$ cat config.mk
export PLATFORM = sky130hd
export DESIGN_NAME = pfp_sqrt
export DESIGN_NICKNAME = d
export VERILOG_FILES = /design/src/design/assert_macros.svh /design/src/design/pfp_pkg.sv /design/src/design/pfp_sqrt.sv
export SDC_FILE = /design/constraint.sdc
export NUM_CORES = 2
export LEC_CHECK = 0
export ABC_CLOCK_PERIOD_IN_PS = 7980
export BUFFER_PORTS_ARGS = -buffer_cell sky130_fd_sc_hd__buf_2
export CORE_MARGIN = 10
export CORE_UTILIZATION = 26
export DETAILED_ROUTE_END_ITERATION = 8
export HOLD_SLACK_MARGIN = 0.02
export PLACE_DENSITY = 0.4
export SLEW_MARGIN = 20
export SYNTH_ARGS = -nofsm -noshare
export SYNTH_HDL_FRONTEND = slang
export SYNTH_SLANG_ARGS = --single-unit
export TNS_END_PERCENT = 5
$ cat constraint.sdc
create_clock -name clock -period 7.98 [get_ports clock]
set_clock_uncertainty 0.15 [all_clocks]
set_input_delay 0.798 -clock clock [delete_from_list [all_inputs] [get_ports clock]]
set_output_delay 0.798 -clock clock [all_outputs]
set_load 0.02 [all_outputs]
$ cat src/design/assert_macros.svh
// Assertion macros used by the top-level design file.
`ifndef ASSERT_MACROS_SVH
`define ASSERT_MACROS_SVH
`ifndef SYNTHESIS
`define PFP_ASSERT(lbl, clk, rst, prop, msg) \
   lbl: assert property (@(posedge clk) disable iff (rst) prop) else $error(msg);
`define PFP_ASSERT_ALWAYS(lbl, clk, prop, msg) \
   lbl: assert property (@(posedge clk) prop) else $error(msg);
`else
`define PFP_ASSERT(lbl, clk, rst, prop, msg)
`define PFP_ASSERT_ALWAYS(lbl, clk, prop, msg)
`endif
`endif

$ cat src/design/pfp_pkg.sv
// Shared constants and types for the plane-from-three-points pipeline.
package pfp_pkg;
   localparam int COORD_FRAC_BITS = 16;
   localparam int D_FRAC_BITS     = 16;
   localparam int KPOS = (D_FRAC_BITS >= COORD_FRAC_BITS) ? D_FRAC_BITS - COORD_FRAC_BITS : 0;
   localparam int KNEG = (COORD_FRAC_BITS > D_FRAC_BITS) ? COORD_FRAC_BITS - D_FRAC_BITS : 0;
   localparam int MAG_W   = 66;
   localparam int BL_W    = 7;
   localparam int N_W     = 30;
   localparam int SQ_W    = 62;
   localparam int DOT_W   = 64;
   localparam int ROOT_W  = 31;
   localparam int NUM_W   = 64 + KPOS;
   localparam int DEN_W   = 31 + KNEG;
   localparam int QW      = 49;
   localparam int SQRT_STAGES  = 32;
   localparam int FRONT_STAGES = 8;
   localparam int LAT = FRONT_STAGES + SQRT_STAGES + QW + 1;

   typedef struct packed {
      logic [2:0] neg;
      logic       dot_pos;
      logic       degen;
   } side_type;

   typedef struct packed {
      logic [2:0][N_W-1:0] nmag;
      logic [DOT_W-2:0]    dm;
      side_type            side;
   } carry_type;
endpackage

$ cat src/design/pfp_sqrt.sv
// Pipelined integer square root, one result bit per stage.
module pfp_sqrt (
   input  logic                        clock,
   input  logic                        en,
   input  logic [pfp_pkg::SQ_W-1:0]    rad,
   output logic [pfp_pkg::ROOT_W-1:0]  root
);
   import pfp_pkg::*;

   logic [62:0] v_ff [SQRT_STAGES], r_ff [SQRT_STAGES];
   logic [62:0] v_in [SQRT_STAGES], r_in [SQRT_STAGES];

   for (genvar i = 0; i < SQRT_STAGES; i++) begin : g_st
      logic [62:0] vp, rp, bt, tr;
      if (i == 0) begin : g_first
         assign vp = {1'b0, rad};
         assign rp = '0;
      end else begin : g_next
         assign vp = v_ff[i-1];
         assign rp = r_ff[i-1];
      end
      assign bt = 63'(1) << (2 * (SQRT_STAGES - 1 - i));
      assign tr = rp + bt;
      always_comb begin
         if (vp >= tr) begin
            v_in[i] = vp - tr;
            r_in[i] = (rp >> 1) + bt;
         end else begin
            v_in[i] = vp;
            r_in[i] = rp >> 1;
         end
      end
      always_ff @(posedge clock) begin
         if (en) begin
            v_ff[i] <= v_in[i];
            r_ff[i] <= r_in[i];
         end
      end
   end

   assign root = r_ff[SQRT_STAGES-1][ROOT_W-1:0];
endmodule

==> summary.txt <==
Critical path
  – Reg2Reg Depth: 10
  – Crit path buf inv count: 1
  – Crit start category: register
  – Required @ worst endpoint: 8.45 ns
  – CP cell instances: ha_1, nand2_1, a211oi_1, nor2_1, o21ai_0, a21o_1, a41o_2, buf_4, nor2_1, a21oi_1
  – Setup CP Type: register to register
  – Crit path DAT: 5.63 ns
  – CP max stage delay: 0.69 ns
  – Reg2Reg Setup Slack: 2.82 ns
  – RR Endpoint: v_ff[1][838]$_DFFE_PP_
  – CP dominant cell by count: nor2_1
  – CP delay by family, top: compound AO/OA/AOI/OAI gates
  – Crit end category: register
  – Crit-path slowest cell: o21ai_0
  – Crit-path max FO: 54
  – Crit Reg-Reg Startpoint: v_ff[1][765]$_DFFE_PP_

Floorplanning
  – Core area: 0.4482 mm²
  – Row cnt: 246
  – Io pins: 95
  – Initial cell density of the core: 26.04%
  – Die height: 690.0 µm
  – Die X: 690.0 µm
  – Die ar.: 0.4761 mm²

STA
  – Worst hold slack: 0.1082 ns
  – RSZ-0062 raised after global routing: false
  – Final Hold Fails: 0
  – Fin crit share: 64.64%
  – Slew Viols, Final: 0
  – Fmax: 193.9 MHz
  – Minimum clock period: 5.159 ns
  – Setup TNS: 0 ns
  – Slew margin rel.: 18.75%
  – Slew @ Worst Pin: 1.219 ns
  – # setup viols final: 0

Logic synthesis
  – Netlist cell types: 92
  – Largest area contributor in the synthesized netlist: edfxtp_1
  – Area share of xor/xnor cells in the synthesized design: 6.401%
  – Dominant synthesized flop cell: edfxtp_1
  – Fraction of the mapped netlist area in simple logic gates: 12.37%
  – FFs w/ async S/R, synth: 0%
  – Mux share of post-synthesis cell area: 0.8544%
  – Most common cell in the synthesized netlist: edfxtp_1
  – Mapped Area: 0.1167 mm²
  – Mean cell area of the mapped netlist: 12.64 µm²
  – Syn Inst Count: 9,237
  – Largest family of logic cells by synthesized area: simple AND/OR/NAND/NOR gates
  – Synth Net Count: 9,826
  – Synth top area cells: edfxtp_1 63%, ha_1 5.6%, xnor2_1 3.3%
  – Adder-cell share of the synthesized area: 5.628%
  – Top cell type's share of synthesized area: 62.98%
  – Synth cell count leaders: 2,448 x edfxtp_1, 639 x inv_1, 621 x nor2_1
  – Synth Area in Compound Gates: 8.994%
  – Seq/Total Area, Yosys: 62.98%
  – Ys Warns: 0
  – Post-synth EDFFs: 2,448
  – Yosys reg bits: 2,448

Clock network
  – CTS clock-pin slew for the worst setup and hold paths: 0.06 ns
  – CTS tree: built
  – CTS Buf Count: 295
  – Post-CTS Setup Inserts: 0
  – Clock Sinks: 2,448
  – Longest Clk Path Bufs: 4
  – H-tree Lvls: 5
  – Latest clock arrival within the worst-skew pair: 0.92 ns
  – CTS root buf: clkbuf_16

Routing
  – Wire per inst: 20.69 µm
  – Vias: 74.18k
  – DRT iter0 DRCs: 5,599
  – Drt via density: 4.713
  – DRC: 0
  – Top Metal Used: met5
  – Routed met1 length: 146,100 µm
  – DR pass1 iterations: 6
  – Routed met3 length: 15,870 µm
  – WL met2: 155,600 µm
  – Antenna Violating Nets Remaining: 0
  – Drt total wl: 325,600 µm

Cells and area
  – Fraction of layout cells with a size suffix above 1: 7.640%
  – FILL cells: 45.29k
  – Area Growth Syn to Fin: 15.60%
  – Nets@finish: 10.14k

Global route
  – GRT overflow: 0
  – Vias in the first global route: 73.63k
  – Gr usage total: 13.03%
  – Initial antenna violation count: 19
  – Global-route wire length before repair: 481,200 µm
  – Largest net degree at the start of global routing: 198

Place
  – # port buffers: 94
  – GP Congestion: 0.8427
  – Dpl hpwl: 245,600 µm

Power
  – Internal cell power: 27.14 mW
  – P_leak: 49.09 nW
  – PwrDens: 287.4 mW/mm²
  – Worst-case vdd ir drop: 0.1720 mV
  – Flop pwr share: 45.6%
  – Combinational fraction of design power: 19.7%
  – Sw Pwr: 11.63 mW
  – Sw Share: 29.99%
  – Clock network fraction of design power: 34.7%

Hold path
  – Hold Path Class: input port to register
  – Hold Path Sink: v_ff[1][50]$_DFFE_PP_
  – Hold_sp: en
  – Hold path depth: 1

Status
  – Outcome: finished, final reports clean

Flow run
  – Max Cap Violations: 0
## worst max path at each step
stage / to / startpoint / cells after the start
2_1_floorplan: v_ff[0][814]$_DFFE_PP_ / v_ff[0][743]$_DFFE_PP_ / 12
6_report: v_ff[1][838]$_DFFE_PP_ / v_ff[1][765]$_DFFE_PP_ / 10
3_3_place_gp: v_ff[1][838]$_DFFE_PP_ / v_ff[1][765]$_DFFE_PP_ / 10
4_1_cts: v_ff[1][838]$_DFFE_PP_ / v_ff[1][765]$_DFFE_PP_ / 10
5_1_grt: v_ff[1][838]$_DFFE_PP_ / v_ff[1][765]$_DFFE_PP_ / 10
3_5_place_dp: v_ff[1][838]$_DFFE_PP_ / v_ff[1][765]$_DFFE_PP_ / 10
## placed cells by master (no fill, tap or decap), types with 49 or more instances in the layout
cell type      instances
or4_1                 95
nor2b_1               66
or3_1                101
a21o_1               203
nand2b_1             106
nand3_1              147
edfxtp_1            2448
a31oi_1               57
nand2_1              568
buf_2                 94
nor3_1               269
dlygate4sd3_1         62
nor4_1               339
inv_1                639
mux2_2                77
o21ai_0              422
xnor2_1              445
nand4_1              178
clkbuf_1              53
clkbuf_16            300
nor2_1               619
clkinv_2              49
a21oi_1              560
ha_1                 525
xor2_1               408
o21a_1                83
clkinv_1              53
## area by class of cell
cell class                      instances  area, µm²  share of cell area [%]
Clock buffer                          353       7706                   5.712
Sequential cell                      2448      73510                   54.48
Timing Repair Buffer                  217       1744                   1.293
Clock inverter                        170       1926                   1.427
Inverter                              643       2426                   1.798
Antenna cell                            9      22.52                 0.01669
Multi-Input combinational cell       5947      40140                   29.75
Tap cell                             5952       7447                   5.520
## metal layers
metal / track usage, % / vias to the layer above
met5: 0 / -
met4: 3.229 / 2
met3: 1.842 / 411
met2: 22.02 / 1764
met1: 17.57 / 36563
li1: - / 35439
## per-stage QoR
stage | setup slack, ns | utilization (%) | area, µm² | std cells | total power [mW]
3_3_place_gp | 2.950 | 27.79 | 124600 | 15142 | 25.51
5_1_grt | 2.748 | 30.10 | 134900 | 15734 | 40.76
4_1_cts | 2.973 | 30.09 | 134900 | 15729 | 39.29
3_5_place_dp | 2.975 | 27.80 | 124600 | 15144 | 25.50
2_1_floorplan | 3.999 | - | 116700 | 9237 | 22.53
6_report | 2.821 | 30.11 | 134900 | 15739 | 38.77
## power by group through the flow
stage	clock [mW]	sequential [mW]	combinational, mW
after floorplan	0	17.1	5.39
after global placement	0	18.0	7.50
after detailed placement	0	18.0	7.50
after CTS	14.0	17.7	7.58
after global routing	14.5	17.9	8.42
final	13.5	17.7	7.62
## cell families after synthesis
logic type,after synthesis
AOI/OAI and AO/OA,1697
and+or+nand+nor,2782
adders and majority gates,525
muxes,90
buffers and inverters,842
xor gates and xnor gates,853
DFF,2448
## flip-flops by register name (all words and copies together) (netlist names)
name and cells:
r_ff 496, v_ff 1952
## timing repair
item | CTS | global route
hold endpoints to repair | 62 | 0
gates resized for setup | 0 | 0
hold buffers | 62 | 0
Note: power is estimated with default switching activity, not from simulation.
